$ cat config.mk
export PLATFORM = sky130hd
export DESIGN_NAME = dag_shortest_paths
export DESIGN_NICKNAME = d
export VERILOG_FILES = /design/src/hdl/dsp_pkg.sv /design/src/hdl/dsp_ram.sv /design/src/hdl/dsp_ctrl.sv /design/src/hdl/dsp_dp.sv /design/src/hdl/dag_shortest_paths.sv
export SDC_FILE = /design/constraint.sdc
export NUM_CORES = 2
export LEC_CHECK = 0
export BUFFER_PORTS_ARGS = -buffer_cell sky130_fd_sc_hd__buf_2
export CAP_MARGIN = 10
export CORE_UTILIZATION = 35
export CTS_BUF_LIST = sky130_fd_sc_hd__clkbuf_8
export DETAILED_ROUTE_END_ITERATION = 8
export PLACE_DENSITY = 0.62
export SLEW_MARGIN = 20
export SYNTH_ARGS = -nofsm -noshare
export SYNTH_HDL_FRONTEND = slang
export SYNTH_HIERARCHICAL = 1
export SYNTH_SLANG_ARGS = --single-unit
$ cat constraint.sdc
create_clock -name clk_i -period 5.2 [get_ports clk_i]
set_clock_uncertainty 0.2 [all_clocks]
set_input_delay 0.52 -clock clk_i [delete_from_list [all_inputs] [get_ports clk_i]]
set_output_delay 0.52 -clock clk_i [all_outputs]
set_load 0.01 [all_outputs]
$ cat src/hdl/dsp_pkg.sv
// Shared types and constants for the DAG shortest-path block.
// Used by the controller, the datapath, the top level and the checker.
`default_nettype none

package dsp_pkg;

  // Fixed graph limits and field widths.
  localparam int unsigned MAX_NODES     = 16;
  localparam int unsigned MAX_EDGES_DEF = 64;
  localparam int unsigned NODE_W        = $clog2(MAX_NODES);
  localparam int unsigned CNT_W         = NODE_W + 1;
  localparam int unsigned COST_W        = 16;
  localparam int unsigned DIST_W        = 32;
  localparam int unsigned CNT_RESET     = MAX_NODES;

  // Request kinds on the input channel.
  typedef enum logic [0:0] {
    KIND_EDGE = 1'b0,
    KIND_RUN  = 1'b1
  } kind_e;

  // One stored edge.
  typedef struct packed {
    logic [NODE_W-1:0] tail;
    logic [NODE_W-1:0] head;
    logic [COST_W-1:0] weight;
  } edge_t;

  localparam int unsigned EDGE_W = $bits(edge_t);

  // Read address source of the distance memory.
  typedef enum logic [1:0] {
    BC_FIN  = 2'd0,
    BC_HEAD = 2'd1,
    BC_EMIT = 2'd2
  } bc_sel_e;

  // Controller states, one-hot.
  typedef enum logic [11:0] {
    ST_IDLE   = 12'b0000_0000_0001,
    ST_W_ROOT = 12'b0000_0000_0010,
    ST_W_ERD  = 12'b0000_0000_0100,
    ST_W_EEV  = 12'b0000_0000_1000,
    ST_R_INIT = 12'b0000_0001_0000,
    ST_R_NODE = 12'b0000_0010_0000,
    ST_R_BASE = 12'b0000_0100_0000,
    ST_R_ERD  = 12'b0000_1000_0000,
    ST_R_EEV  = 12'b0001_0000_0000,
    ST_R_CMP  = 12'b0010_0000_0000,
    ST_E_RD   = 12'b0100_0000_0000,
    ST_E_LD   = 12'b1000_0000_0000
  } state_e;

  // Commands from the controller to the datapath.
  typedef struct packed {
    logic    load_edge;
    logic    start_run;
    logic    root_skip;
    logic    root_take;
    logic    edge_next;
    logic    push;
    logic    pop;
    logic    src_init;
    logic    node_load;
    logic    node_done;
    logic    base_load;
    logic    cand_load;
    logic    relax_write;
    logic    emit_load;
    bc_sel_e bc_sel;
  } cmd_t;

  // Status from the datapath to the controller.
  typedef struct packed {
    logic edge_end;
    logic walk_match;
    logic relax_match;
    logic root_end;
    logic root_visited;
    logic stack_empty;
    logic k_zero;
    logic known_u;
    logic better;
    logic emit_last;
    logic out_free;
  } status_t;

endpackage

`default_nettype wire

$ cat src/hdl/dsp_ram.sv
// Generic simple dual-port RAM: one write port, one read port, registered read.
// No dependencies.
`default_nettype none

module dsp_ram #(
  parameter int unsigned WIDTH = 8,
  parameter int unsigned DEPTH = 16,
  localparam int unsigned AW   = (DEPTH > 1) ? $clog2(DEPTH) : 1
) (
  input  wire logic             clk_i,
  input  wire logic             we_i,
  input  wire logic [AW-1:0]    waddr_i,
  input  wire logic [WIDTH-1:0] wdata_i,
  input  wire logic [AW-1:0]    raddr_i,
  output logic      [WIDTH-1:0] rdata_o
);

  logic [WIDTH-1:0] mem_q [DEPTH];
  logic [WIDTH-1:0] rdata_q;

  // Write port and registered read port.
  always_ff @(posedge clk_i) begin
    if (we_i) begin
      mem_q[waddr_i] <= wdata_i;
    end
    rdata_q <= mem_q[raddr_i];
  end

  assign rdata_o = rdata_q;

endmodule

`default_nettype wire

$ cat src/hdl/dsp_ctrl.sv
// Sequencer of the DAG shortest-path block: walk, relaxation and result phases.
// Depends on dsp_pkg; drives the datapath through dsp_pkg::cmd_t.
`default_nettype none

module dsp_ctrl (
  input  wire logic            clk_i,
  input  wire logic            rst_ni,
  input  wire logic            in_valid_i,
  input  wire logic            kind_i,
  input  wire dsp_pkg::status_t status_i,
  output dsp_pkg::cmd_t        cmd_o,
  output logic                 in_stall_o
);

  dsp_pkg::state_e state_q, state_d;

  // State register.
  always_ff @(posedge clk_i or negedge rst_ni) begin
    if (!rst_ni) begin
      state_q <= dsp_pkg::ST_IDLE;
    end else begin
      state_q <= state_d;
    end
  end

  // Next state and command decode.
  always_comb begin
    state_d      = state_q;
    cmd_o        = '0;
    cmd_o.bc_sel = dsp_pkg::BC_FIN;
    in_stall_o   = 1'b1;
    unique case (state_q)
      dsp_pkg::ST_IDLE: begin
        in_stall_o = 1'b0;
        if (in_valid_i) begin
          if (kind_i == dsp_pkg::KIND_RUN) begin
            cmd_o.start_run = 1'b1;
            state_d         = dsp_pkg::ST_W_ROOT;
          end else begin
            cmd_o.load_edge = 1'b1;
          end
        end
      end
      // Pick the next unvisited root in increasing order.
      dsp_pkg::ST_W_ROOT: begin
        if (status_i.root_end) begin
          state_d = dsp_pkg::ST_R_INIT;
        end else if (status_i.root_visited) begin
          cmd_o.root_skip = 1'b1;
        end else begin
          cmd_o.root_take = 1'b1;
          state_d         = dsp_pkg::ST_W_ERD;
        end
      end
      // Edge read in flight; finish the node when its edges are exhausted.
      dsp_pkg::ST_W_ERD: begin
        if (status_i.edge_end) begin
          cmd_o.pop = 1'b1;
          state_d   = status_i.stack_empty ? dsp_pkg::ST_W_ROOT : dsp_pkg::ST_W_ERD;
        end else begin
          state_d = dsp_pkg::ST_W_EEV;
        end
      end
      dsp_pkg::ST_W_EEV: begin
        if (status_i.walk_match) begin
          cmd_o.push = 1'b1;
        end else begin
          cmd_o.edge_next = 1'b1;
        end
        state_d = dsp_pkg::ST_W_ERD;
      end
      // Source distance is zero.
      dsp_pkg::ST_R_INIT: begin
        cmd_o.src_init = 1'b1;
        state_d        = dsp_pkg::ST_R_NODE;
      end
      // Take nodes from the finish list backwards.
      dsp_pkg::ST_R_NODE: begin
        cmd_o.bc_sel = dsp_pkg::BC_FIN;
        if (status_i.k_zero) begin
          state_d = dsp_pkg::ST_E_RD;
        end else if (!status_i.known_u) begin
          cmd_o.node_done = 1'b1;
        end else begin
          cmd_o.node_load = 1'b1;
          state_d         = dsp_pkg::ST_R_BASE;
        end
      end
      dsp_pkg::ST_R_BASE: begin
        cmd_o.base_load = 1'b1;
        state_d         = dsp_pkg::ST_R_ERD;
      end
      dsp_pkg::ST_R_ERD: begin
        if (status_i.edge_end) begin
          cmd_o.node_done = 1'b1;
          state_d         = dsp_pkg::ST_R_NODE;
        end else begin
          state_d = dsp_pkg::ST_R_EEV;
        end
      end
      dsp_pkg::ST_R_EEV: begin
        cmd_o.bc_sel = dsp_pkg::BC_HEAD;
        if (status_i.relax_match) begin
          cmd_o.cand_load = 1'b1;
          state_d         = dsp_pkg::ST_R_CMP;
        end else begin
          cmd_o.edge_next = 1'b1;
          state_d         = dsp_pkg::ST_R_ERD;
        end
      end
      dsp_pkg::ST_R_CMP: begin
        cmd_o.relax_write = status_i.better;
        cmd_o.edge_next   = 1'b1;
        state_d           = dsp_pkg::ST_R_ERD;
      end
      // One result per node, ascending.
      dsp_pkg::ST_E_RD: begin
        cmd_o.bc_sel = dsp_pkg::BC_EMIT;
        state_d      = dsp_pkg::ST_E_LD;
      end
      dsp_pkg::ST_E_LD: begin
        cmd_o.bc_sel = dsp_pkg::BC_EMIT;
        if (status_i.out_free) begin
          cmd_o.emit_load = 1'b1;
          state_d = status_i.emit_last ? dsp_pkg::ST_IDLE : dsp_pkg::ST_E_RD;
        end
      end
      default: begin
        state_d = dsp_pkg::ST_IDLE;
      end
    endcase
  end

endmodule

`default_nettype wire

$ cat src/hdl/dsp_dp.sv
// Datapath of the DAG shortest-path block: edge store, walk stack, distances
// and the result register. Depends on dsp_pkg and dsp_ram.
`default_nettype none

module dsp_dp #(
  parameter int unsigned MAX_EDGES = dsp_pkg::MAX_EDGES_DEF
) (
  input  wire logic                           clk_i,
  input  wire logic                           rst_ni,
  input  wire dsp_pkg::cmd_t                  cmd_i,
  output dsp_pkg::status_t                    status_o,
  input  wire logic                           cfg_we_i,
  input  wire logic [dsp_pkg::CNT_W-1:0]      cfg_wdata_i,
  input  wire logic [dsp_pkg::NODE_W-1:0]     from_node_i,
  input  wire logic [dsp_pkg::NODE_W-1:0]     to_node_i,
  input  wire logic signed [dsp_pkg::COST_W-1:0] edge_cost_i,
  input  wire logic [dsp_pkg::NODE_W-1:0]     start_node_i,
  input  wire logic                           out_stall_i,
  output logic                                out_valid_o,
  output logic [dsp_pkg::NODE_W-1:0]          node_index_o,
  output logic signed [dsp_pkg::DIST_W-1:0]   distance_o,
  output logic                                reachable_o,
  output logic                                last_o
);

  localparam int unsigned EAW   = (MAX_EDGES > 1) ? $clog2(MAX_EDGES) : 1;
  localparam int unsigned ECW   = $clog2(MAX_EDGES + 1);
  localparam int unsigned NN    = dsp_pkg::MAX_NODES;
  localparam int unsigned NW    = dsp_pkg::NODE_W;
  localparam int unsigned CW    = dsp_pkg::CNT_W;
  localparam int unsigned DW    = dsp_pkg::DIST_W;

  // Control registers.
  logic [ECW-1:0] edge_total_q;
  logic [CW-1:0]  node_count_q;
  logic [CW-1:0]  n_q;
  logic [NW-1:0]  src_q;
  logic [NN-1:0]  visited_q;
  logic [NN-1:0]  known_q;
  logic [CW-1:0]  root_q;
  logic [NW-1:0]  cur_u_q;
  logic [ECW-1:0] cur_e_q;
  logic [NW-1:0]  depth_q;
  logic [CW-1:0]  done_q;
  logic [CW-1:0]  k_q;
  logic           out_valid_q;

  // Payload registers.
  logic [NW-1:0]        stk_node_q [NN];
  logic [ECW-1:0]       stk_edge_q [NN];
  logic [NW-1:0]        fin_q [NN];
  logic signed [DW-1:0] base_q;
  logic signed [DW-1:0] cand_q;
  logic [NW-1:0]        v_q;
  logic [NW-1:0]        node_index_q;
  logic signed [DW-1:0] distance_q;
  logic                 reachable_q;
  logic                 last_q;

  // Memory ports.
  dsp_pkg::edge_t e_rd;
  dsp_pkg::edge_t e_wr;
  logic           e_we;
  logic [DW-1:0]  bc_rd;
  logic [NW-1:0]  bc_raddr;
  logic [NW-1:0]  bc_waddr;
  logic [DW-1:0]  bc_wdata;
  logic           bc_we;

  logic [CW-1:0]  n_clamp;
  logic [CW-1:0]  k_m1;
  logic [NW-1:0]  fin_u;
  logic           in_graph;
  logic           tail_hit;
  logic signed [DW-1:0] cand_sum;
  logic           out_free;

  // Node count in use: zero counts as one, large values clamp to the store size.
  always_comb begin
    if (node_count_q == '0) begin
      n_clamp = CW'(1);
    end else if (node_count_q > CW'(NN)) begin
      n_clamp = CW'(NN);
    end else begin
      n_clamp = node_count_q;
    end
  end

  assign k_m1  = k_q - CW'(1);
  assign fin_u = fin_q[k_m1[NW-1:0]];

  // Edge store.
  assign e_we        = cmd_i.load_edge && (edge_total_q < ECW'(MAX_EDGES));
  assign e_wr.tail   = from_node_i;
  assign e_wr.head   = to_node_i;
  assign e_wr.weight = edge_cost_i;

  dsp_ram #(
    .WIDTH (dsp_pkg::EDGE_W),
    .DEPTH (MAX_EDGES)
  ) u_edge_ram (
    .clk_i   (clk_i),
    .we_i    (e_we),
    .waddr_i (edge_total_q[EAW-1:0]),
    .wdata_i (e_wr),
    .raddr_i (cur_e_q[EAW-1:0]),
    .rdata_o (e_rd)
  );

  // Distance memory address and write selection.
  always_comb begin
    case (cmd_i.bc_sel)
      dsp_pkg::BC_FIN:  bc_raddr = fin_u;
      dsp_pkg::BC_HEAD: bc_raddr = e_rd.head;
      dsp_pkg::BC_EMIT: bc_raddr = k_q[NW-1:0];
      default:          bc_raddr = '0;
    endcase
  end

  assign bc_we    = cmd_i.src_init || cmd_i.relax_write;
  assign bc_waddr = cmd_i.src_init ? src_q : v_q;
  assign bc_wdata = cmd_i.src_init ? '0 : cand_q;

  dsp_ram #(
    .WIDTH (DW),
    .DEPTH (NN)
  ) u_cost_ram (
    .clk_i   (clk_i),
    .we_i    (bc_we),
    .waddr_i (bc_waddr),
    .wdata_i (bc_wdata),
    .raddr_i (bc_raddr),
    .rdata_o (bc_rd)
  );

  // Edge qualification against the current node and the graph size.
  assign in_graph = ({1'b0, e_rd.tail} < n_q) && ({1'b0, e_rd.head} < n_q);
  assign tail_hit = (e_rd.tail == cur_u_q) && in_graph;
  assign cand_sum = base_q + DW'($signed(e_rd.weight));
  assign out_free = !out_valid_q || !out_stall_i;

  // Status towards the controller.
  always_comb begin
    status_o.edge_end     = (cur_e_q == edge_total_q);
    status_o.walk_match   = tail_hit && !visited_q[e_rd.head];
    status_o.relax_match  = tail_hit;
    status_o.root_end     = (root_q == n_q);
    status_o.root_visited = visited_q[root_q[NW-1:0]];
    status_o.stack_empty  = (depth_q == '0);
    status_o.k_zero       = (k_q == '0);
    status_o.known_u      = known_q[fin_u];
    status_o.better       = !known_q[v_q] || (cand_q < $signed(bc_rd));
    status_o.emit_last    = (k_q == n_q - CW'(1));
    status_o.out_free     = out_free;
  end

  // Control state of the walk, relaxation and result phases.
  always_ff @(posedge clk_i or negedge rst_ni) begin
    if (!rst_ni) begin
      edge_total_q <= '0;
      node_count_q <= CW'(dsp_pkg::CNT_RESET);
      n_q          <= CW'(NN);
      src_q        <= '0;
      visited_q    <= '0;
      known_q      <= '0;
      root_q       <= '0;
      cur_u_q      <= '0;
      cur_e_q      <= '0;
      depth_q      <= '0;
      done_q       <= '0;
      k_q          <= '0;
      out_valid_q  <= 1'b0;
    end else begin
      if (cfg_we_i) begin
        node_count_q <= cfg_wdata_i;
      end
      if (e_we) begin
        edge_total_q <= edge_total_q + ECW'(1);
      end
      if (cmd_i.start_run) begin
        n_q       <= n_clamp;
        src_q     <= start_node_i;
        visited_q <= '0;
        known_q   <= ({1'b0, start_node_i} < n_clamp) ? (NN'(1) << start_node_i) : '0;
        root_q    <= '0;
        done_q    <= '0;
        depth_q   <= '0;
        k_q       <= n_clamp;
      end
      if (cmd_i.root_skip) begin
        root_q <= root_q + CW'(1);
      end
      if (cmd_i.root_take) begin
        visited_q[root_q[NW-1:0]] <= 1'b1;
        cur_u_q <= root_q[NW-1:0];
        cur_e_q <= '0;
        root_q  <= root_q + CW'(1);
      end
      if (cmd_i.edge_next) begin
        cur_e_q <= cur_e_q + ECW'(1);
      end
      // Descend into an unvisited neighbor; the caller resumes after this edge.
      if (cmd_i.push) begin
        visited_q[e_rd.head] <= 1'b1;
        cur_u_q <= e_rd.head;
        cur_e_q <= '0;
        depth_q <= depth_q + NW'(1);
      end
      // Finish the node and return to its caller, if any.
      if (cmd_i.pop) begin
        done_q <= done_q + CW'(1);
        if (depth_q != '0) begin
          cur_u_q <= stk_node_q[depth_q - NW'(1)];
          cur_e_q <= stk_edge_q[depth_q - NW'(1)];
          depth_q <= depth_q - NW'(1);
        end
      end
      if (cmd_i.node_load) begin
        cur_u_q <= fin_u;
        cur_e_q <= '0;
      end
      if (cmd_i.node_done) begin
        k_q <= k_m1;
      end
      if (cmd_i.relax_write) begin
        known_q[v_q] <= 1'b1;
      end
      // Result register: loads when free, empties when taken.
      if (cmd_i.emit_load) begin
        out_valid_q <= 1'b1;
        k_q         <= k_q + CW'(1);
      end else if (!out_stall_i) begin
        out_valid_q <= 1'b0;
      end
    end
  end

  // Stack, finish list, relaxation operands and result payload.
  always_ff @(posedge clk_i) begin
    if (cmd_i.push) begin
      stk_node_q[depth_q] <= cur_u_q;
      stk_edge_q[depth_q] <= cur_e_q + ECW'(1);
    end
    if (cmd_i.pop) begin
      fin_q[done_q[NW-1:0]] <= cur_u_q;
    end
    if (cmd_i.base_load) begin
      base_q <= $signed(bc_rd);
    end else if (cmd_i.relax_write && (v_q == cur_u_q)) begin
      // A self-loop that improves the current node changes its base too.
      base_q <= cand_q;
    end
    if (cmd_i.cand_load) begin
      v_q    <= e_rd.head;
      cand_q <= cand_sum;
    end
    if (cmd_i.emit_load) begin
      node_index_q <= k_q[NW-1:0];
      reachable_q  <= known_q[k_q[NW-1:0]];
      distance_q   <= known_q[k_q[NW-1:0]] ? $signed(bc_rd) : '0;
      last_q       <= status_o.emit_last;
    end
  end

  assign out_valid_o  = out_valid_q;
  assign node_index_o = node_index_q;
  assign distance_o   = distance_q;
  assign reachable_o  = reachable_q;
  assign last_o       = last_q;

endmodule

`default_nettype wire

$ cat src/hdl/dag_shortest_paths.sv
// Top level of the DAG shortest-path block: controller plus datapath.
// Depends on dsp_pkg, dsp_ctrl, dsp_dp and dsp_ram.
`default_nettype none

// An edge request (kind 0) is appended to the edge store; requests beyond
// MAX_EDGES stored edges are dropped. A run request (kind 1) holds the
// input stalled while a depth-first walk orders the nodes, edges are
// relaxed in reverse finish order, and one result per node in use is
// produced in ascending node order, the final one marked by last_o. The
// edge store has a single registered read port, so each edge examined
// takes a read state and an evaluate state, and a relaxed edge a compare
// state as well; output stalls hold the result phase. The node_count register
// is sampled when a run is taken; write it only while the block is idle.

module dag_shortest_paths #(
  parameter int unsigned MAX_EDGES = dsp_pkg::MAX_EDGES_DEF
) (
  input  wire logic                              clk_i,
  input  wire logic                              rst_ni,
  input  wire logic                              cfg_we_i,
  input  wire logic [dsp_pkg::CNT_W-1:0]         cfg_wdata_i,
  input  wire logic                              in_valid_i,
  output logic                                   in_stall_o,
  input  wire logic                              kind_i,
  input  wire logic [dsp_pkg::NODE_W-1:0]        from_node_i,
  input  wire logic [dsp_pkg::NODE_W-1:0]        to_node_i,
  input  wire logic signed [dsp_pkg::COST_W-1:0] edge_cost_i,
  input  wire logic [dsp_pkg::NODE_W-1:0]        start_node_i,
  output logic                                   out_valid_o,
  input  wire logic                              out_stall_i,
  output logic [dsp_pkg::NODE_W-1:0]             node_index_o,
  output logic signed [dsp_pkg::DIST_W-1:0]      distance_o,
  output logic                                   reachable_o,
  output logic                                   last_o
);

  dsp_pkg::cmd_t    cmd;
  dsp_pkg::status_t status;

  // Sequencer.
  dsp_ctrl u_ctrl (
    .clk_i      (clk_i),
    .rst_ni     (rst_ni),
    .in_valid_i (in_valid_i),
    .kind_i     (kind_i),
    .status_i   (status),
    .cmd_o      (cmd),
    .in_stall_o (in_stall_o)
  );

  // Storage and arithmetic.
  dsp_dp #(
    .MAX_EDGES (MAX_EDGES)
  ) u_dp (
    .clk_i        (clk_i),
    .rst_ni       (rst_ni),
    .cmd_i        (cmd),
    .status_o     (status),
    .cfg_we_i     (cfg_we_i),
    .cfg_wdata_i  (cfg_wdata_i),
    .from_node_i  (from_node_i),
    .to_node_i    (to_node_i),
    .edge_cost_i  (edge_cost_i),
    .start_node_i (start_node_i),
    .out_stall_i  (out_stall_i),
    .out_valid_o  (out_valid_o),
    .node_index_o (node_index_o),
    .distance_o   (distance_o),
    .reachable_o  (reachable_o),
    .last_o       (last_o)
  );

endmodule

`default_nettype wire

==> impl_results.md <==
- Status: finished clean
- Global-route usage over all layers: 16.7%
- CTS tree: done
- Largest net degree at the start of global routing: 91
- First-pass GRT wire length: 361000 um
- Root buf cell: clkbuf_8
- Starting density of the core: 35.2%
- MaxCap Viol Count: 0
- Worst Tran Pin Value: 1.19 ns
- Final nets: 5711
- Hold path start: edge_cost_i[6]
- GPL Wtd Cong: 0.804
- H-tree levels: 5
- Setup TNS: 0 ns
- Max-slew headroom: 20.8%
- Vias: 52000
- Pre-antenna DRT Iters: 5
- Met2 global-route usage: 25.8%
- FMAX: 200 MHz
- Post-synth ARST share: 3.73%
- Global routing usage on met1: 23.9%
- Post-synthesis sequential area ratio: 74.4%
- Placed cell area: 0.108 mm^2
- TritonCTS Buffers: 407
- Finish-stage setup viols: 0
- Layout cells sized above 1: 27.8%
- Warnings, synthesis: 6
- Core area: 0.288 mm^2
- Hold path endpoint: u_dp/u_edge_ram/mem_q[4][6]
- R2R Path End: u_dp/u_cost_ram/mem_q[10][21]
- R2R setup slack: 0.21 ns
- Syn Nets: 5212
- Netlist Area Pre-Place: 0.101 mm^2
- Worst hold path type: in2reg
- Die area: 0.292 mm^2
- Startpoint types: flop
- Most common cell on crit path: a21o_1
- PD cells: 520 mW/mm^2
- Io pins: 79
- Cell Chain, Critical Path: ha_1 -> a21o_1 -> a21o_1 -> a21o_1 -> a211oi_1 -> o31ai_1 -> a31o_2 -> a21oi_1 -> mux2_2 -> and3_1 -> or2_2 -> nand3b_1 -> nor2_4 -> buf_4
- Buf/Inv on CP: 1
- Netlist cell types: 89
- Final min period: 4.99 ns
- Crit-path leading delay family: simple AND/OR/NAND/NOR gates
- Initial antenna violation count: 15
- Detailed Route Iter0 Violations: 5618
- Max IR drop VDD: 0.757 mV
- Top_reg_cell synth: edfxtp_1
- GRT busiest layer: met2
- Reg clk slew, reported paths: 0.06 ns
- FF-to-FF path depth: 14
- Clk_lat worst skew: 1.03 ns
- Postcts setup bufs: 0
- Row count: 197
- # DRC: 0
- WL/cell: 25.6 um
- # port buffers: 78
- Vias in the first global route: 52500
- GRT met3 Usage: 3.40%
- RSZ-0062 raised after global routing: no
- Die Wd: 540 um
- Yosys reg bits: 2545
- CP Data Required Time: 5.70 ns
- Syn Area/Cell: 19.9 um^2
- Endpoints failing hold: 0
- LEAKAGE: 37.1 nW
- Data arrival, critical path: 5.48 ns
- Slew Limit Fails: 0
- Clock Sinks: 2545
- Final wirelength: 248000 um
- Die Y: 540 um
- Hpwl dp: 145000 um
- Worst hold path depth: 2
- Mapped Cells: 5082
- GR Overflow Total: 0
- CP peak stage delay: 0.83 ns
- Cell area after layout: 0.116 mm^2
- Remaining antenna violation count after routing: 0
- Vias per std cell: 5.37
- Nature of the critical path endpoint: flop
- Crit Path Category: reg2reg
- Reg-to-reg startpoint: u_dp/cand_q[9]
- Area Growth Syn to Fin: 14.0%
- Clock buffer depth: 4
- Critical-path top delay cell: nor2_4
- CP Max Fanout: 22
- Period utilization: 95.9%
- Post-synth EDFFs: 2394
[cells by family (layout without fill, tap and decap cells)]
logic type / count (synthesis) / after routing / synth area share [%]
flip-flops: 2545 / 2545 / 74.4
adder cells (fa/ha/maj): 91 / 91 / 1.13
AND/OR/NAND/NOR: 706 / 706 / 3.52
AO/OA/AOI/OAI: 531 / 531 / 3.60
buffers and inverters: 331 / 1146 / 1.56
multiplexers: 804 / 804 / 15.2
XOR/XNOR: 74 / 74 / 0.665
other: 0 / 4 / 0
[worst max-delay path by stage]
stage	from	to	slack, ns	cells past startpoint
after global routing	u_dp/cand_q[9]	u_dp/u_cost_ram/mem_q[10][21]	0.003	14
after detailed placement	u_dp/cand_q[9]	u_dp/u_cost_ram/mem_q[10][20]	0.13	14
final	u_dp/cand_q[9]	u_dp/u_cost_ram/mem_q[10][21]	0.21	14
after CTS	u_dp/cand_q[9]	u_dp/u_cost_ram/mem_q[10][21]	0.12	14
after global placement	u_dp/cand_q[21]	u_dp/u_cost_ram/mem_q[6][25]	0.18	13
after floorplan	u_dp/v_q[0]	u_dp/u_cost_ram/mem_q[1][0]	0.37	9
[layout make-up]
type / count / area (um^2)
Antenna cell: 4 / 10.0
Fill cell: 25300 / 173000
Timing Repair Buffer: 354 / 3000
Inverter: 67 / 251
Clock inverter: 304 / 1520
Sequential cell: 2545 / 75400
Clock buffer: 421 / 5790
Tap cell: 3781 / 4730
Multi-Input combinational cell: 2206 / 24900
[state kept, by name, indices dropped and copies added (netlist names), 7 cells and up]
register	cells
u_dp/base_q	32
u_dp/u_edge_ram/rdata_o	24
u_dp/visited_q	16
u_dp/edge_total_q	7
u_dp/u_cost_ram/mem_q	512
u_dp/u_edge_ram/mem_q	1536
u_dp/fin_q	64
u_dp/distance_o	32
u_dp/cand_q	32
u_dp/u_cost_ram/rdata_o	32
u_dp/stk_node_q	64
u_ctrl/state_q	12
u_dp/known_q	16
u_dp/stk_edge_q	112
u_dp/cur_e_q	7
[Yosys cell counts, drive strengths merged, types with 12 or more instances]
cell | n | area [um^2]
nor2b | 54 | 338
nand3 | 45 | 225
a221oi | 54 | 473
mux4 | 574 | 12900
nand4 | 17 | 106
nor3 | 43 | 220
buf | 141 | 860
a21oi | 98 | 490
o221ai | 24 | 210
edfxtp | 2394 | 71900
o21a | 18 | 135
o22ai | 56 | 350
nand2b | 41 | 257
nand2 | 175 | 657
nor2 | 180 | 676
a21o | 31 | 233
a22oi | 95 | 713
mux2 | 102 | 1150
and3 | 27 | 169
xor2 | 27 | 244
or3 | 12 | 75.1
dfrtp | 92 | 2300
clkbuf | 123 | 467
mux2i | 128 | 1290
dfxtp | 56 | 1120
a31oi | 17 | 106
xnor2 | 47 | 430
o21ai | 70 | 354
and2 | 45 | 284
inv | 66 | 248
ha | 90 | 1130
[worst reg2reg max path: cells and delay by family, from the launching register on]
kind            cells  cell delay [ns]
mux                 1             0.24
flops               1             0.43
fa+ha+maj           1             0.33
simple gates        4             1.66
compound gates      7             1.46
buf+inv             1             0.37
[power breakdown]
| part | total, mW | switching, mW | internal, mW |
|---|---|---|---|
| clock | 15.6 | 7.82 | 7.82 |
| combinational | 20.4 | 11.4 | 9.00 |
| sequential | 24.1 | 0.795 | 23.3 |
| total | 60.1 | 20.0 | 40.1 |
[stage by stage]
step	std cells	setup WS (ns)	utilization [%]	hold slack (ns)	power [mW]
global route	9679	0.00342	40.1	0.0514	62.7
global placement	8914	0.176	37.4	0.286	44.8
floorplan	5082	0.365	-	0.0244	38.0
finish	9682	0.212	40.1	0.0558	60.1
detailed placement	8916	0.133	37.4	0.293	44.8
CTS	9674	0.118	40.1	0.000487	60.6
[routing by layer]
metal  vias to the layer above  wire (um)
li1                      22000          -
met1                     27500     107000
met2                      2142     115000
met3                       398      19900
met4                         2       6030
met5                         -         13
[layout by cell type, fill, tap and decap left out, types with 55 or more instances in the layout]
cell type  synthesis  routed
buf_2             54      73
nor2_1           180     103
edfxtp_1        2394    2394
mux2i_1          127     127
a22oi_1           95      95
clkinv_1           1      84
buf_4             46     211
ha_1              90      89
inv_1             64     218
o21ai_0           58      55
o22ai_1           56      56
mux4_2           574     574
dfxtp_1           56      56
clkbuf_8           0     421
mux2_2           102     102
nand2_1          175     175
a21oi_1           98      98
dfrtp_1           92      86
nor2_2             0      64
[repair_timing]
item / in CTS / in global routing
endpoints found under the hold margin: 431 / 256
endpoints found under the setup margin: 0 / 22
hold buffers: 33 / 4
resized for setup: 0 / 0
No activity file was read; power rests on OpenSTA's default activity.
